===== src/sv/ikslew_pkg.sv =====
// Shared types, constants and tables of the two-link arm joint controller.
package ikslew_pkg;

  localparam int CORDIC_STEPS = 16;
  localparam int TAB_LEN      = 24;
  localparam int SQRT_STEPS   = 18;
  localparam int DIV_STEPS    = 16;
  localparam int CNT_W        = 5;

  // Angles inside the datapath are in 1/16384 degree.
  localparam logic signed [23:0] ANG_90  = 24'sd1474560;
  localparam logic signed [23:0] ANG_180 = 24'sd2949120;

  // Hand offset in y: -0.2 rounds to -51/256, subtracted from the target.
  localparam logic signed [17:0] Y_OFFSET = 18'sd51;

  localparam logic [19:0] ATAN_TAB [TAB_LEN] = '{
    20'd737280, 20'd435242, 20'd229970, 20'd116736, 20'd58595, 20'd29326,
    20'd14667,  20'd7334,   20'd3667,   20'd1833,   20'd917,   20'd458,
    20'd229,    20'd115,    20'd57,     20'd29,     20'd14,    20'd7,
    20'd4,      20'd2,      20'd1,      20'd0,      20'd0,     20'd0
  };

  typedef enum logic [2:0] {
    CFG_BASE_X       = 3'd0,
    CFG_BASE_Y       = 3'd1,
    CFG_BASE_Z       = 3'd2,
    CFG_UPPER_LENGTH = 3'd3,
    CFG_FORE_LENGTH  = 3'd4,
    CFG_HAND_LENGTH  = 3'd5,
    CFG_SLEW_RATE    = 3'd6
  } cfg_idx_e;

  typedef enum logic {
    MODE_GOAL = 1'b0,
    MODE_TICK = 1'b1
  } mode_e;

  typedef struct packed {
    logic              mode;
    logic signed [15:0] target_x;
    logic signed [15:0] target_y;
    logic signed [15:0] target_z;
    logic [15:0]        step_time;
  } in_item_t;

  typedef struct packed {
    logic signed [15:0] shoulder_pitch;
    logic signed [15:0] shoulder_yaw;
    logic signed [15:0] elbow_angle;
    logic               at_goal;
  } out_item_t;

  typedef enum logic [3:0] {
    M_NONE, M_DXX, M_DYY, M_DZZ, M_AA, M_CC, M_BB, M_AB, M_AC, M_RR, M_SLEW
  } mul_sel_e;

  typedef enum logic [1:0] {
    ACC_NONE, ACC_LOAD, ACC_ADD
  } acc_op_e;

  typedef enum logic [2:0] {
    SQ_NONE, SQ_LD_DIST, SQ_LD_ACOS, SQ_STEP, SQ_ST_B, SQ_ST_S
  } sqrt_op_e;

  typedef enum logic [1:0] {
    DV_NONE, DV_LD, DV_STEP
  } div_op_e;

  typedef enum logic [2:0] {
    CD_NONE, CD_LD_PITCH, CD_LD_YAW, CD_LD_ACOS, CD_STEP
  } cordic_op_e;

  typedef enum logic [2:0] {
    SV_NONE, SV_Q1, SV_YAW, SV_Q2, SV_ELBOW
  } store_e;

  typedef enum logic [4:0] {
    S_IDLE, S_TICK_MUL, S_TICK_UPD,
    S_SQ_X, S_SQ_Y, S_SQ_Z, S_SQ_END,
    S_DIST_LD, S_DIST_RUN, S_DIST_ST,
    S_MUL_AA, S_MUL_CC, S_MUL_BB, S_MUL_AB, S_MUL_AC,
    S_Q1_LD, S_Q1_RUN, S_Q1_ST,
    S_YAW_LD, S_YAW_RUN, S_YAW_ST,
    S_AC_LD, S_AC_CHK, S_AC_DIV, S_AC_RR, S_AC_SQ_LD, S_AC_SQ, S_AC_SQ_ST,
    S_AC_CD_LD, S_AC_CD, S_AC_ST,
    S_RESP
  } state_e;

  typedef struct packed {
    logic             load;
    mul_sel_e         mul;
    acc_op_e          acc;
    sqrt_op_e         sq;
    div_op_e          dv;
    cordic_op_e       cd;
    logic [CNT_W-1:0] iter;
    logic             ac_load;
    logic             ac_sel;
    store_e           store;
    logic             tick_upd;
  } dp_cmd_t;

  typedef struct packed {
    logic ac_special;
  } dp_stat_t;

endpackage


===== src/sv/ikslew_ctrl.sv =====
// Sequencer that steps the shared datapath units through goal and tick items.
module ikslew_ctrl (
  input  logic                clk_i,
  input  logic                rst_ni,
  input  logic                in_valid_i,
  input  logic                in_mode_i,
  output logic                in_ready_o,
  output logic                out_valid_o,
  input  logic                out_ready_i,
  input  ikslew_pkg::dp_stat_t stat_i,
  output ikslew_pkg::dp_cmd_t  cmd_o
);

  localparam logic [ikslew_pkg::CNT_W-1:0] SQ_LAST =
    ikslew_pkg::CNT_W'(ikslew_pkg::SQRT_STEPS - 1);
  localparam logic [ikslew_pkg::CNT_W-1:0] DV_LAST =
    ikslew_pkg::CNT_W'(ikslew_pkg::DIV_STEPS - 1);
  localparam logic [ikslew_pkg::CNT_W-1:0] CD_LAST =
    ikslew_pkg::CNT_W'(ikslew_pkg::CORDIC_STEPS - 1);

  ikslew_pkg::state_e state_q, state_d;
  logic [ikslew_pkg::CNT_W-1:0] cnt_q, cnt_d;
  logic phase_q, phase_d;
  logic run;

  always_ff @(posedge clk_i or negedge rst_ni) begin
    if (!rst_ni) begin
      state_q <= ikslew_pkg::S_IDLE;
      cnt_q   <= '0;
      phase_q <= 1'b0;
    end else begin
      state_q <= state_d;
      cnt_q   <= cnt_d;
      phase_q <= phase_d;
    end
  end

  assign run = (state_q == ikslew_pkg::S_DIST_RUN) || (state_q == ikslew_pkg::S_Q1_RUN) ||
               (state_q == ikslew_pkg::S_YAW_RUN) || (state_q == ikslew_pkg::S_AC_DIV) ||
               (state_q == ikslew_pkg::S_AC_SQ) || (state_q == ikslew_pkg::S_AC_CD);

  // Next state, iteration counter and acos phase.
  always_comb begin
    state_d = state_q;
    cnt_d   = run ? cnt_q + 1'b1 : '0;
    phase_d = phase_q;
    case (state_q)
      ikslew_pkg::S_IDLE: begin
        phase_d = 1'b0;
        if (in_valid_i) begin
          state_d = (in_mode_i == ikslew_pkg::MODE_TICK) ? ikslew_pkg::S_TICK_MUL
                                                          : ikslew_pkg::S_SQ_X;
        end
      end
      ikslew_pkg::S_TICK_MUL: state_d = ikslew_pkg::S_TICK_UPD;
      ikslew_pkg::S_TICK_UPD: state_d = ikslew_pkg::S_RESP;
      ikslew_pkg::S_SQ_X:     state_d = ikslew_pkg::S_SQ_Y;
      ikslew_pkg::S_SQ_Y:     state_d = ikslew_pkg::S_SQ_Z;
      ikslew_pkg::S_SQ_Z:     state_d = ikslew_pkg::S_SQ_END;
      ikslew_pkg::S_SQ_END:   state_d = ikslew_pkg::S_DIST_LD;
      ikslew_pkg::S_DIST_LD:  state_d = ikslew_pkg::S_DIST_RUN;
      ikslew_pkg::S_DIST_RUN: if (cnt_q == SQ_LAST) state_d = ikslew_pkg::S_DIST_ST;
      ikslew_pkg::S_DIST_ST:  state_d = ikslew_pkg::S_MUL_AA;
      ikslew_pkg::S_MUL_AA:   state_d = ikslew_pkg::S_MUL_CC;
      ikslew_pkg::S_MUL_CC:   state_d = ikslew_pkg::S_MUL_BB;
      ikslew_pkg::S_MUL_BB:   state_d = ikslew_pkg::S_MUL_AB;
      ikslew_pkg::S_MUL_AB:   state_d = ikslew_pkg::S_MUL_AC;
      ikslew_pkg::S_MUL_AC:   state_d = ikslew_pkg::S_Q1_LD;
      ikslew_pkg::S_Q1_LD:    state_d = ikslew_pkg::S_Q1_RUN;
      ikslew_pkg::S_Q1_RUN:   if (cnt_q == CD_LAST) state_d = ikslew_pkg::S_Q1_ST;
      ikslew_pkg::S_Q1_ST:    state_d = ikslew_pkg::S_YAW_LD;
      ikslew_pkg::S_YAW_LD:   state_d = ikslew_pkg::S_YAW_RUN;
      ikslew_pkg::S_YAW_RUN:  if (cnt_q == CD_LAST) state_d = ikslew_pkg::S_YAW_ST;
      ikslew_pkg::S_YAW_ST:   state_d = ikslew_pkg::S_AC_LD;
      ikslew_pkg::S_AC_LD:    state_d = ikslew_pkg::S_AC_CHK;
      ikslew_pkg::S_AC_CHK: begin
        state_d = stat_i.ac_special ? ikslew_pkg::S_AC_ST : ikslew_pkg::S_AC_DIV;
      end
      ikslew_pkg::S_AC_DIV:   if (cnt_q == DV_LAST) state_d = ikslew_pkg::S_AC_RR;
      ikslew_pkg::S_AC_RR:    state_d = ikslew_pkg::S_AC_SQ_LD;
      ikslew_pkg::S_AC_SQ_LD: state_d = ikslew_pkg::S_AC_SQ;
      ikslew_pkg::S_AC_SQ:    if (cnt_q == SQ_LAST) state_d = ikslew_pkg::S_AC_SQ_ST;
      ikslew_pkg::S_AC_SQ_ST: state_d = ikslew_pkg::S_AC_CD_LD;
      ikslew_pkg::S_AC_CD_LD: state_d = ikslew_pkg::S_AC_CD;
      ikslew_pkg::S_AC_CD:    if (cnt_q == CD_LAST) state_d = ikslew_pkg::S_AC_ST;
      ikslew_pkg::S_AC_ST: begin
        if (phase_q) begin
          state_d = ikslew_pkg::S_RESP;
        end else begin
          phase_d = 1'b1;
          state_d = ikslew_pkg::S_AC_LD;
        end
      end
      ikslew_pkg::S_RESP:     if (out_ready_i) state_d = ikslew_pkg::S_IDLE;
      default:                state_d = ikslew_pkg::S_IDLE;
    endcase
  end

  // Commands to the datapath.
  always_comb begin
    cmd_o       = '0;
    cmd_o.iter  = cnt_q;
    in_ready_o  = 1'b0;
    out_valid_o = 1'b0;
    case (state_q)
      ikslew_pkg::S_IDLE: begin
        in_ready_o = 1'b1;
        cmd_o.load = in_valid_i;
      end
      ikslew_pkg::S_TICK_MUL: cmd_o.mul = ikslew_pkg::M_SLEW;
      ikslew_pkg::S_TICK_UPD: cmd_o.tick_upd = 1'b1;
      ikslew_pkg::S_SQ_X:     cmd_o.mul = ikslew_pkg::M_DXX;
      ikslew_pkg::S_SQ_Y: begin
        cmd_o.mul = ikslew_pkg::M_DYY;
        cmd_o.acc = ikslew_pkg::ACC_LOAD;
      end
      ikslew_pkg::S_SQ_Z: begin
        cmd_o.mul = ikslew_pkg::M_DZZ;
        cmd_o.acc = ikslew_pkg::ACC_ADD;
      end
      ikslew_pkg::S_SQ_END:   cmd_o.acc = ikslew_pkg::ACC_ADD;
      ikslew_pkg::S_DIST_LD:  cmd_o.sq = ikslew_pkg::SQ_LD_DIST;
      ikslew_pkg::S_DIST_RUN: cmd_o.sq = ikslew_pkg::SQ_STEP;
      ikslew_pkg::S_DIST_ST:  cmd_o.sq = ikslew_pkg::SQ_ST_B;
      ikslew_pkg::S_MUL_AA:   cmd_o.mul = ikslew_pkg::M_AA;
      ikslew_pkg::S_MUL_CC:   cmd_o.mul = ikslew_pkg::M_CC;
      ikslew_pkg::S_MUL_BB:   cmd_o.mul = ikslew_pkg::M_BB;
      ikslew_pkg::S_MUL_AB:   cmd_o.mul = ikslew_pkg::M_AB;
      ikslew_pkg::S_MUL_AC:   cmd_o.mul = ikslew_pkg::M_AC;
      ikslew_pkg::S_Q1_LD:    cmd_o.cd = ikslew_pkg::CD_LD_PITCH;
      ikslew_pkg::S_Q1_RUN:   cmd_o.cd = ikslew_pkg::CD_STEP;
      ikslew_pkg::S_Q1_ST:    cmd_o.store = ikslew_pkg::SV_Q1;
      ikslew_pkg::S_YAW_LD:   cmd_o.cd = ikslew_pkg::CD_LD_YAW;
      ikslew_pkg::S_YAW_RUN:  cmd_o.cd = ikslew_pkg::CD_STEP;
      ikslew_pkg::S_YAW_ST:   cmd_o.store = ikslew_pkg::SV_YAW;
      ikslew_pkg::S_AC_LD: begin
        cmd_o.ac_load = 1'b1;
        cmd_o.ac_sel  = phase_q;
      end
      ikslew_pkg::S_AC_CHK:   cmd_o.dv = ikslew_pkg::DV_LD;
      ikslew_pkg::S_AC_DIV:   cmd_o.dv = ikslew_pkg::DV_STEP;
      ikslew_pkg::S_AC_RR:    cmd_o.mul = ikslew_pkg::M_RR;
      ikslew_pkg::S_AC_SQ_LD: cmd_o.sq = ikslew_pkg::SQ_LD_ACOS;
      ikslew_pkg::S_AC_SQ:    cmd_o.sq = ikslew_pkg::SQ_STEP;
      ikslew_pkg::S_AC_SQ_ST: cmd_o.sq = ikslew_pkg::SQ_ST_S;
      ikslew_pkg::S_AC_CD_LD: cmd_o.cd = ikslew_pkg::CD_LD_ACOS;
      ikslew_pkg::S_AC_CD:    cmd_o.cd = ikslew_pkg::CD_STEP;
      ikslew_pkg::S_AC_ST: begin
        cmd_o.store = phase_q ? ikslew_pkg::SV_ELBOW : ikslew_pkg::SV_Q2;
      end
      ikslew_pkg::S_RESP:     out_valid_o = 1'b1;
      default:                cmd_o = '0;
    endcase
  end

  a_no_overlap: assert property (@(posedge clk_i) disable iff (!rst_ni)
    !(in_ready_o && out_valid_o))
    else $error("input taken while a result is pending");

  a_cnt_range: assert property (@(posedge clk_i) disable iff (!rst_ni)
    cnt_q < ikslew_pkg::CNT_W'(ikslew_pkg::TAB_LEN))
    else $error("iteration counter out of range");

  a_tick_latency: assert property (@(posedge clk_i) disable iff (!rst_ni)
    (in_valid_i && in_ready_o && in_mode_i) |=> ##1 (state_q == ikslew_pkg::S_TICK_UPD))
    else $error("tick item did not reach the update step");

  a_two_acos: assert property (@(posedge clk_i) disable iff (!rst_ni)
    (state_q == ikslew_pkg::S_AC_ST && !phase_q) |=> (state_q == ikslew_pkg::S_AC_LD))
    else $error("elbow angle pass skipped");

endmodule


===== src/sv/ikslew_dp.sv =====
// Datapath: registers, shared multiplier, square root, divider and CORDIC unit.
module ikslew_dp (
  input  logic                 clk_i,
  input  logic                 rst_ni,
  input  logic                 cfg_we_i,
  input  logic [2:0]           cfg_index_i,
  input  logic [15:0]          cfg_data_i,
  input  ikslew_pkg::in_item_t in_data_i,
  input  ikslew_pkg::dp_cmd_t  cmd_i,
  output ikslew_pkg::dp_stat_t stat_o,
  output ikslew_pkg::out_item_t out_data_o
);

  logic signed [15:0] base_x_q, base_y_q, base_z_q;
  logic [14:0] upper_q, fore_q, hand_q;
  logic [15:0] slew_q;

  logic signed [15:0] cur_pitch_q, cur_yaw_q, cur_elbow_q;
  logic signed [15:0] goal_pitch_q, goal_yaw_q, goal_elbow_q;

  logic signed [17:0] dx_q, dy_q, dz_q;
  logic [15:0] st_q;

  logic signed [18:0] ma, mb;
  logic signed [37:0] mp;
  logic signed [37:0] prod_q, acc_q, aa_q, cc_q, bb_q, ab_q, ac_q;

  logic [35:0] sv_q, sr_q, sbit_q;
  logic [36:0] sq_t;
  logic [17:0] b_q;
  logic [16:0] s_q;

  logic signed [39:0] top_q, bot_q, abs_top;
  logic spec_zero, spec_pi;
  logic [35:0] rem_q;
  logic [36:0] rem2, bot37;
  logic [15:0] mag_q;
  logic signed [16:0] r_s;

  logic signed [39:0] cx_q, cy_q, lx, ly, sx, sy;
  logic signed [23:0] cz_q, lz, tab, cd_ang, acos_val;
  logic cz0_q;

  logic signed [23:0] q1_q, qy_q, q2_q;
  logic signed [24:0] psum;
  logic [32:0] tsum;
  logic [16:0] step;

  function automatic logic signed [15:0] to_out(input logic signed [24:0] v);
    logic signed [24:0] t;
    t = v + 25'sd128;
    return 16'(t >>> 8);
  endfunction

  function automatic logic signed [15:0] slew(input logic signed [15:0] cur,
                                              input logic signed [15:0] dst,
                                              input logic [16:0] stp);
    logic signed [16:0] d;
    logic [16:0] ad;
    d  = 17'(cur) - 17'(dst);
    ad = d[16] ? 17'(-d) : 17'(d);
    if (ad < stp) return dst;
    // The new angle lies between cur and dst, so the wrap of 16 bits is harmless.
    if (cur < dst) return 16'(cur + stp[15:0]);
    return 16'(cur - stp[15:0]);
  endfunction

  // Configuration registers.
  always_ff @(posedge clk_i or negedge rst_ni) begin
    if (!rst_ni) begin
      base_x_q <= '0;
      base_y_q <= '0;
      base_z_q <= '0;
      upper_q  <= 15'd2048;
      fore_q   <= 15'd2048;
      hand_q   <= 15'd256;
      slew_q   <= 16'd6400;
    end else if (cfg_we_i) begin
      case (ikslew_pkg::cfg_idx_e'(cfg_index_i))
        ikslew_pkg::CFG_BASE_X:       base_x_q <= cfg_data_i;
        ikslew_pkg::CFG_BASE_Y:       base_y_q <= cfg_data_i;
        ikslew_pkg::CFG_BASE_Z:       base_z_q <= cfg_data_i;
        ikslew_pkg::CFG_UPPER_LENGTH: upper_q  <= cfg_data_i[14:0];
        ikslew_pkg::CFG_FORE_LENGTH:  fore_q   <= cfg_data_i[14:0];
        ikslew_pkg::CFG_HAND_LENGTH:  hand_q   <= cfg_data_i[14:0];
        ikslew_pkg::CFG_SLEW_RATE:    slew_q   <= cfg_data_i;
        default: ;
      endcase
    end
  end

  // Multiplier operand selection.
  always_comb begin
    ma = '0;
    mb = '0;
    case (cmd_i.mul)
      ikslew_pkg::M_DXX: begin ma = 19'(dx_q); mb = 19'(dx_q); end
      ikslew_pkg::M_DYY: begin ma = 19'(dy_q); mb = 19'(dy_q); end
      ikslew_pkg::M_DZZ: begin ma = 19'(dz_q); mb = 19'(dz_q); end
      ikslew_pkg::M_AA:  begin ma = {4'b0, upper_q}; mb = {4'b0, upper_q}; end
      ikslew_pkg::M_CC:  begin ma = {4'b0, fore_q}; mb = {4'b0, fore_q}; end
      ikslew_pkg::M_BB:  begin ma = {1'b0, b_q}; mb = {1'b0, b_q}; end
      ikslew_pkg::M_AB:  begin ma = {4'b0, upper_q}; mb = {1'b0, b_q}; end
      ikslew_pkg::M_AC:  begin ma = {4'b0, upper_q}; mb = {4'b0, fore_q}; end
      ikslew_pkg::M_RR:  begin ma = 19'(r_s); mb = 19'(r_s); end
      ikslew_pkg::M_SLEW: begin ma = {3'b0, slew_q}; mb = {3'b0, st_q}; end
      default: ;
    endcase
  end

  assign mp = ma * mb;

  // Square root step: one result bit per cycle.
  assign sq_t = {1'b0, sr_q} + {1'b0, sbit_q};

  // acos clamps and the restoring divide of |top| * 2^16 by bottom.
  assign spec_zero = (bot_q <= 40'sd0) || (top_q >= bot_q);
  assign spec_pi   = !spec_zero && (top_q <= -bot_q);
  assign stat_o.ac_special = spec_zero || spec_pi;
  assign abs_top = top_q[39] ? -top_q : top_q;
  assign rem2    = {rem_q, 1'b0};
  assign bot37   = 37'(bot_q);
  assign r_s     = top_q[39] ? -$signed({1'b0, mag_q}) : $signed({1'b0, mag_q});

  // CORDIC load values, pre-rotated by a quarter turn when x is negative.
  always_comb begin
    lx = '0;
    ly = '0;
    case (cmd_i.cd)
      ikslew_pkg::CD_LD_PITCH: begin ly = 40'(dy_q) <<< 16; lx = 40'(dz_q) <<< 16; end
      ikslew_pkg::CD_LD_YAW:   begin ly = 40'(dx_q) <<< 16; lx = 40'(dz_q) <<< 16; end
      ikslew_pkg::CD_LD_ACOS: begin
        ly = $signed(40'(s_q)) <<< 16;
        lx = 40'(r_s) <<< 16;
      end
      default: ;
    endcase
  end

  assign sx  = cx_q >>> cmd_i.iter;
  assign sy  = cy_q >>> cmd_i.iter;
  assign tab = $signed({4'b0, ikslew_pkg::ATAN_TAB[cmd_i.iter]});
  assign lz  = (ly >= 40'sd0) ? ikslew_pkg::ANG_90 : -ikslew_pkg::ANG_90;

  assign cd_ang   = cz0_q ? 24'sd0 : cz_q;
  assign acos_val = spec_zero ? 24'sd0 : (spec_pi ? ikslew_pkg::ANG_180 : cd_ang);
  assign psum     = -(25'(q1_q) + 25'(q2_q));

  assign tsum = {1'b0, prod_q[31:0]} + 33'd32768;
  assign step = tsum[32:16];

  // Working registers of the goal computation.
  always_ff @(posedge clk_i) begin
    if (cmd_i.load) begin
      dx_q <= 18'(in_data_i.target_x) - 18'(base_x_q);
      dy_q <= 18'(in_data_i.target_y) - 18'(base_y_q) + ikslew_pkg::Y_OFFSET;
      dz_q <= 18'(in_data_i.target_z) - 18'(base_z_q) - $signed({3'b0, hand_q});
      st_q <= in_data_i.step_time;
    end

    case (cmd_i.mul)
      ikslew_pkg::M_AA: aa_q <= mp;
      ikslew_pkg::M_CC: cc_q <= mp;
      ikslew_pkg::M_BB: bb_q <= mp;
      ikslew_pkg::M_AB: ab_q <= mp;
      ikslew_pkg::M_AC: ac_q <= mp;
      ikslew_pkg::M_NONE: ;
      default: prod_q <= mp;
    endcase

    case (cmd_i.acc)
      ikslew_pkg::ACC_LOAD: acc_q <= prod_q;
      ikslew_pkg::ACC_ADD:  acc_q <= acc_q + prod_q;
      default: ;
    endcase

    case (cmd_i.sq)
      ikslew_pkg::SQ_LD_DIST: begin
        sv_q   <= acc_q[35:0];
        sr_q   <= '0;
        sbit_q <= 36'd1 << 34;
      end
      ikslew_pkg::SQ_LD_ACOS: begin
        sv_q   <= 36'(38'sh01_0000_0000 - prod_q);
        sr_q   <= '0;
        sbit_q <= 36'd1 << 34;
      end
      ikslew_pkg::SQ_STEP: begin
        if ({1'b0, sv_q} >= sq_t) begin
          sv_q <= sv_q - sq_t[35:0];
          sr_q <= (sr_q >> 1) + sbit_q;
        end else begin
          sr_q <= sr_q >> 1;
        end
        sbit_q <= sbit_q >> 2;
      end
      ikslew_pkg::SQ_ST_B: b_q <= sr_q[17:0];
      ikslew_pkg::SQ_ST_S: s_q <= sr_q[16:0];
      default: ;
    endcase

    if (cmd_i.ac_load) begin
      if (cmd_i.ac_sel) begin
        top_q <= 40'(aa_q) + 40'(cc_q) - 40'(bb_q);
        bot_q <= 40'(ac_q) + 40'(ac_q);
      end else begin
        top_q <= 40'(aa_q) + 40'(bb_q) - 40'(cc_q);
        bot_q <= 40'(ab_q) + 40'(ab_q);
      end
    end

    case (cmd_i.dv)
      ikslew_pkg::DV_LD: begin
        rem_q <= abs_top[35:0];
        mag_q <= '0;
      end
      ikslew_pkg::DV_STEP: begin
        if (rem2 >= bot37) begin
          rem_q <= 36'(rem2 - bot37);
          mag_q <= {mag_q[14:0], 1'b1};
        end else begin
          rem_q <= rem2[35:0];
          mag_q <= {mag_q[14:0], 1'b0};
        end
      end
      default: ;
    endcase

    case (cmd_i.cd)
      ikslew_pkg::CD_STEP: begin
        if (cy_q > 40'sd0) begin
          cx_q <= cx_q + sy;
          cy_q <= cy_q - sx;
          cz_q <= cz_q + tab;
        end else begin
          cx_q <= cx_q - sy;
          cy_q <= cy_q + sx;
          cz_q <= cz_q - tab;
        end
      end
      ikslew_pkg::CD_NONE: ;
      default: begin
        cz0_q <= (lx == 40'sd0) && (ly == 40'sd0);
        if (lx < 40'sd0) begin
          cx_q <= (ly >= 40'sd0) ? ly : -ly;
          cy_q <= (ly >= 40'sd0) ? -lx : lx;
          cz_q <= lz;
        end else begin
          cx_q <= lx;
          cy_q <= ly;
          cz_q <= '0;
        end
      end
    endcase

    case (cmd_i.store)
      ikslew_pkg::SV_Q1:  q1_q <= cd_ang;
      ikslew_pkg::SV_YAW: qy_q <= cd_ang;
      ikslew_pkg::SV_Q2:  q2_q <= acos_val;
      default: ;
    endcase
  end

  // Joint angle state.
  always_ff @(posedge clk_i or negedge rst_ni) begin
    if (!rst_ni) begin
      cur_pitch_q  <= '0;
      cur_yaw_q    <= '0;
      cur_elbow_q  <= '0;
      goal_pitch_q <= '0;
      goal_yaw_q   <= '0;
      goal_elbow_q <= '0;
    end else begin
      if (cmd_i.store == ikslew_pkg::SV_ELBOW) begin
        goal_pitch_q <= to_out(psum);
        goal_yaw_q   <= to_out(25'(qy_q));
        goal_elbow_q <= to_out(25'(acos_val));
      end
      if (cmd_i.tick_upd) begin
        cur_pitch_q <= slew(cur_pitch_q, goal_pitch_q, step);
        cur_yaw_q   <= slew(cur_yaw_q, goal_yaw_q, step);
        cur_elbow_q <= slew(cur_elbow_q, goal_elbow_q, step);
      end
    end
  end

  assign out_data_o.shoulder_pitch = cur_pitch_q;
  assign out_data_o.shoulder_yaw   = cur_yaw_q;
  assign out_data_o.elbow_angle    = cur_elbow_q;
  assign out_data_o.at_goal        = (cur_pitch_q == goal_pitch_q) &&
                                     (cur_yaw_q == goal_yaw_q) &&
                                     (cur_elbow_q == goal_elbow_q);

endmodule


===== src/sv/two_link_arm_ik_slew.sv =====
// Top level of the two-link arm joint controller: sequencer plus datapath.
// One item is handled at a time and each gives one result beat. A tick beat
// passes through a multiply state and an update state before its result is
// offered. A goal beat runs the shared units in turn: a square root for the
// distance, five products, two CORDIC passes for pitch and yaw, then two law of
// cosines passes, each a divide, a square root and one more CORDIC pass unless
// its cosine ratio clamps. The next beat is taken in the cycle after the result
// beat leaves. Configuration writes are always taken at once and should only be
// made while the block is idle.
module two_link_arm_ik_slew (
  input  logic                  clk_i,
  input  logic                  rst_ni,
  input  logic                  in_valid_i,
  output logic                  in_ready_o,
  input  ikslew_pkg::in_item_t  in_data_i,
  output logic                  out_valid_o,
  input  logic                  out_ready_i,
  output ikslew_pkg::out_item_t out_data_o,
  input  logic                  cfg_valid_i,
  output logic                  cfg_ready_o,
  input  logic [2:0]            cfg_index_i,
  input  logic [15:0]           cfg_data_i
);

  ikslew_pkg::dp_cmd_t  cmd;
  ikslew_pkg::dp_stat_t stat;

  assign cfg_ready_o = 1'b1;

  ikslew_ctrl u_ctrl (
    .clk_i       (clk_i),
    .rst_ni      (rst_ni),
    .in_valid_i  (in_valid_i),
    .in_mode_i   (in_data_i.mode),
    .in_ready_o  (in_ready_o),
    .out_valid_o (out_valid_o),
    .out_ready_i (out_ready_i),
    .stat_i      (stat),
    .cmd_o       (cmd)
  );

  ikslew_dp u_dp (
    .clk_i       (clk_i),
    .rst_ni      (rst_ni),
    .cfg_we_i    (cfg_valid_i),
    .cfg_index_i (cfg_index_i),
    .cfg_data_i  (cfg_data_i),
    .in_data_i   (in_data_i),
    .cmd_i       (cmd),
    .stat_o      (stat),
    .out_data_o  (out_data_o)
  );

endmodule


===== config.mk =====
export PLATFORM = sky130hd
export DESIGN_NAME = two_link_arm_ik_slew
export DESIGN_NICKNAME = d
export VERILOG_FILES = /design/src/sv/ikslew_pkg.sv /design/src/sv/ikslew_ctrl.sv /design/src/sv/ikslew_dp.sv /design/src/sv/two_link_arm_ik_slew.sv
export SDC_FILE = /design/constraint.sdc
export NUM_CORES = 2
export LEC_CHECK = 0
export ABC_AREA = 1
export BUFFER_PORTS_ARGS = -buffer_cell sky130_fd_sc_hd__buf_2
export CORE_MARGIN = 3
export CORE_UTILIZATION = 50
export DETAILED_ROUTE_END_ITERATION = 7
export GPL_TIMING_DRIVEN = 0
export PLACE_DENSITY = 0.73
export SLEW_MARGIN = 5
export SYNTH_ARGS = -nofsm -noshare
export SYNTH_HDL_FRONTEND = slang
export SYNTH_SLANG_ARGS = --single-unit

===== constraint.sdc =====
create_clock -name clk_i -period 29.9 [get_ports clk_i]
set_clock_uncertainty 0.15 [all_clocks]
set_input_delay 7.475 -clock clk_i [delete_from_list [all_inputs] [get_ports clk_i]]
set_output_delay 7.475 -clock clk_i [all_outputs]
set_load 0.03 [all_outputs]

# [Yosys cells after proc, flatten, opt, wreduce, memory -nomap -nowiden]
# Memory sizes are Yosys's and may differ from the RTL's.
# Index checks and enable logic that the tools add are counted.
[classes] addsub=47 eq_ne=78 n_lt_le_gt_ge=15 shifts=2 mul=1 mux=91 bitwise_logic=1 n_reduce_logical=42
[ops] cell="40-bit two-way mux" n=8
[ops] cell="19-bit one-hot mux with 8 select lines" n=2
[ops] cell="40-bit one-hot mux with 2 select lines" n=3
[ops] cell="36-bit one-hot mux with 2 select lines" n=3
[ops] cell="16-bit two-way mux" n=12
[ops] cell="5-bit one-hot mux with 32 select lines" n=1
[ops] cell="38-bit by 38-bit adder with 39-bit output" n=4
[ops] cell="24-bit two-way mux" n=6
[ops] cell="36-bit two-way mux" n=4
[ops] cell="40-bit negation" n=3
[ops] cell="40-bit one-hot mux with 3 select lines" n=1
[ops] cell="36-bit one-hot mux with 3 select lines" n=1
[ops] cell="16-bit by 16-bit subtractor with 17-bit output" n=6
[ops] cell="5-bit equality test (second input constant)" n=17
[ops] cell="40-bit adder" n=2
[ops] cell="40-bit logical NOT" n=2
[ops] cell="40-bit by 5-bit >>> shifter with 40-bit output" n=2
[ops] cell="39-bit by 38-bit subtractor with 40-bit output" n=2
[ops] cell="40-bit subtractor" n=2
[ops] cell="38-bit one-hot mux with 2 select lines" n=1
[ops] cell="24-bit by 9-bit adder with 24-bit output (second input constant)" n=3
[ops] cell="36-bit subtractor" n=2
[ops] cell="17-bit two-way mux" n=4
[ops] cell="17-bit less-than comparator" n=3
[ops] cell="other kinds (72)" n=183
[word_totals] romBits=640 out_inout_bits=52 elab_cells=321 ff_bits=1004 input_bits=89 mem_count=1
[mem_list] memory="(no name shown)" depth=32 word_bits=20 rd=1 rd_ports_with_merged_regs=0 write_ports=0 line_no="ikslew_dp.sv:142" source="assign tab = $signed({4'b0, ikslew_pkg::ATAN_TAB[cmd_i.iter]});"

# [Longest topological paths before layout]
[depth] word_depth=10 mapped_depth=42 mapped_depth_nobuf=41

# [Modules after synthesis]
# Synthesis repeated with hierarchy kept, for this count alone.
[unflattened] hier_cells=12914 area_unflattened_um2=97380.9
[by_module_without_submodules] module="ikslew_dp" cells_per_inst=12722 n_inst=1 area_per_inst_um2=96237.3 seq_area_each_um2=27839.2
[by_module_without_submodules] module="ikslew_ctrl" cells_per_inst=190 n_inst=1 area_per_inst_um2=1132.3 seq_area_each_um2=275.3
[by_module_without_submodules] module="two_link_arm_ik_slew" cells_per_inst=2 n_inst=1 area_per_inst_um2=11.3 seq_area_each_um2=0.0

# [Least setup slack after synthesis]
# OpenSTA, ideal clock, no wires.
[synth_timing] path_kind="input to register" from="in in_valid_i" to="reg u_dp.dx_q[0] (enable)" setup_ns=0.581 path_stages=2 arrival_ns=12.192 path_buffers=0 path_slack_ns=16.977 required_time_ns=29.169 cell_sequence="inv_1 -> nor3_1"
[synth_rtl] element="start: declaration" line_no="two_link_arm_ik_slew.sv:13" source="input logic in_valid_i,"
[synth_rtl] element="end signal: assignment" line_no="ikslew_dp.sv:155" source="dx_q <= 18'(in_data_i.target_x) - 18'(base_x_q);"
[synth_rtl] element="end: declaration" line_no="ikslew_dp.sv:21" source="logic signed [17:0] dx_q, dy_q, dz_q;"

==> impl_results.md <==
* Clock-pin slew on the worst setup and hold paths at 0.06 ns
* Worst EP arrival at 3.85 ns
* Synth cell count leaders: nand2_1, inv_1, nor2_1
* Ys flop type: edfxtp_1
* Root buffer cell: clkbuf_16
* First-pass GRT wire length at 525 mm
* CP cell instances: inv_1, ha_1, nand2_1, nor3_1, nand4_1, nor4_1, and3_1, buf_2
* DRT iter0 DRCs at 11400
* CP endpoint kind: output pin
* Yosys warns at 0
* Initial antenna violation count at 15
* Dpl hpwl at 286 mm
* Area of the multi-input gates at 60900 µm²
* Top-count cell post-synth: nand2_1
* Share of layout cells above drive strength 1 at 5.53%
* Final period utilization at 38.4%
* Post-synthesis async set-or-reset flop share at 22.2%
* EDFF count, synth at 756
* Via count at 93700
* Hold Vio Cnt, Final at 0
* Yosys top cell area share at 23.0%
* Min-delay worst type: register to register
* Total die area at 203000 µm²
* RD Place Congestion at 1.06
* Number of remaining DRC errors at 0
* IO Pins at 141
* Final WL at 352 mm
* Slew Limit Fails at 0
* Syn Inst Count at 13300
* Max FO, Critical Path at 4
* Slew margin rel. at 3.68%
* RSZ-0062 raised after global routing: no
* Worst slew pin tran at 1.44 ns
* Max-Cap Viols at 0
* Vias in the first global route at 86400
* Routed Antenna Nets at 0
* Clock buffer count from CTS at 110
* WL/cell at 21.6 µm
* Non-Filler Instances at 16300
* Core Util, Final at 54.9%
* H-tree Lvls at 3
* Setup repair bufs after CTS at 0
* FF+latch count, synth at 972
* CP peak stage delay at 0.62 ns
* Clk sink count at 972
* Seq. cell area at 28100 µm²
* Global route overflow at 0
* # setup viols final at 0
* Pre-antenna DRT Iters at 7
* Fmax at 0.0872 GHz
* IO buf count at 139
* Minimum clock period at 11.47 ns
* Crit path max-delay cell type: nor3_1
* Vias per cell at 5.76
* Setup TNS at 0 ns
* Rows at 162
* Worst Setup Start Kind: register
* P&R area growth vs syn at 8.80%
* Required @ worst endpoint at 22.28 ns
* Initial Utilization at 50.5%
* Largest net degree at the start of global routing at 110
* Leading post-synthesis cells by cell area: edfxtp_1, nand2_1, ha_1
* CTS tree: done
* Clk_lat worst skew at 0.82 ns
* Final-layout fill cell count at 18800
* Synth unique cells at 89
* Die width at 450 µm
* Avg Inst Size Synth at 7.43 µm²
* Worst setup path category: register to output pin
* Sequential share of the synthesized area at 28.5%
* Cts hold-fix bufs at 0
* Max Root-Sink Buffers at 3
* Fin nets at 14900
* Largest area contributor in the netlist: edfxtp_1
* Total GRT Usage at 33.7%
* Placed Instances at 16100
* Core Area at 195000 µm²
* Die height at 450 µm
* Resize count post-CTS at 0
* Post-Syn Area at 98600 µm²
* Status: finished, final reports clean
[registers in the layout, summed over array words and instances, names as in the netlist, 18 cells and up]
register	flops
u_dp.cx_q	40
u_dp.cy_q	40
u_dp.top_q	40
u_dp.aa_q	38
u_dp.ab_q	38
u_dp.ac_q	38
u_dp.bb_q	38
u_dp.bot_q	38
u_dp.cc_q	38
u_dp.acc_q	36
u_dp.prod_q	36
u_dp.rem_q	36
u_dp.sr_q	36
u_dp.sv_q	36
u_dp.cz_q	24
u_dp.q1_q	24
u_dp.q2_q	24
u_dp.b_q	18
u_dp.dy_q	18
u_dp.dz_q	18
u_dp.sbit_q	18
[layout make-up]
type                    instances  share of cell area, %
clock buffers                 131                   2.69
inverters                    2217                   7.76
well taps                    2624                   3.06
diodes                          3                0.00700
clock inverters                77                   1.01
repair buffers                168                   1.13
multi-input cells            9760                   56.7
plain buffers                 317                   1.42
flip-flops and latches        972                   26.2
[layer usage]
metal | up-vias | track usage (%) | part of all wire (%)
li1 | 44000 | - | -
met1 | 44000 | 49.0 | 43
met2 | 4949 | 49.6 | 42
met3 | 713 | 7.39 | 11
met4 | 8 | 11.0 | 3.9
met5 | - | 0 | 0.019
[stage by stage]
step                hold WS (ns)  setup slack, ns  instance area [µm²]
floorplan                  0.299            16.98                98600
global placement           0.316            14.70               103000
detailed placement         0.320            18.57               103000
CTS                        0.335            18.54               107000
global route               0.358            17.86               107000
finish                     0.330            18.43               107000
[layout by cell type (no fill, tap or decap), types with 178 or more instances in the layout]
cell type,n
xnor2_1,178
nor2_1,1021
fa_1,460
xor2_1,355
nand2_1,3230
o21ai_0,917
a21oi_1,861
dfrtp_1,210
ha_1,794
buf_2,224
inv_1,2166
edfxtp_1,756
nand3_1,718
[logic make-up (layout without fill, tap and decap cells)]
logic type      Yosys count  in the layout  synth area share, %
flops                   972            972                 28.5
xor+xnor                547            547                 4.87
buf+inv                2534           2910                 9.98
mux                       1              1               0.0102
simple gates           5541           5541                 23.4
compound gates         2414           2414                 13.8
fa+ha+maj              1255           1255                 19.4
other cells               1              5              0.00380
[worst max-delay path: cells and delay by family, from the launching register on]
kind,cells,cell delay [ns]
adders and majority gates,1,0.40
and+or+nand+nor,5,1.79
buffers and inverters,2,0.43
DFF,1,0.48
[path summary, 6_finish.rpt]
path                                       startpoint                     to  cells past startpoint  slack [ns]
worst max-delay path            u_dp.goal_pitch_q[13]          out_data_o[0]                      8       18.43
worst min-delay path            u_dp.goal_elbow_q[14]  u_dp.goal_elbow_q[14]                      2        0.33
worst max register to register      u_ctrl.state_q[3]          u_dp.aa_q[36]                     29       18.52
worst min register to register  u_dp.goal_elbow_q[14]  u_dp.goal_elbow_q[14]                      2        0.33
max in group asynchronous                      rst_ni       u_dp.base_y_q[7]                      3       21.90
min in group asynchronous                      rst_ni        u_ctrl.cnt_q[3]                      1        6.32
Power is not shown: default switching activity piles up to over one toggle a cycle in this logic, so the estimate is an artifact.
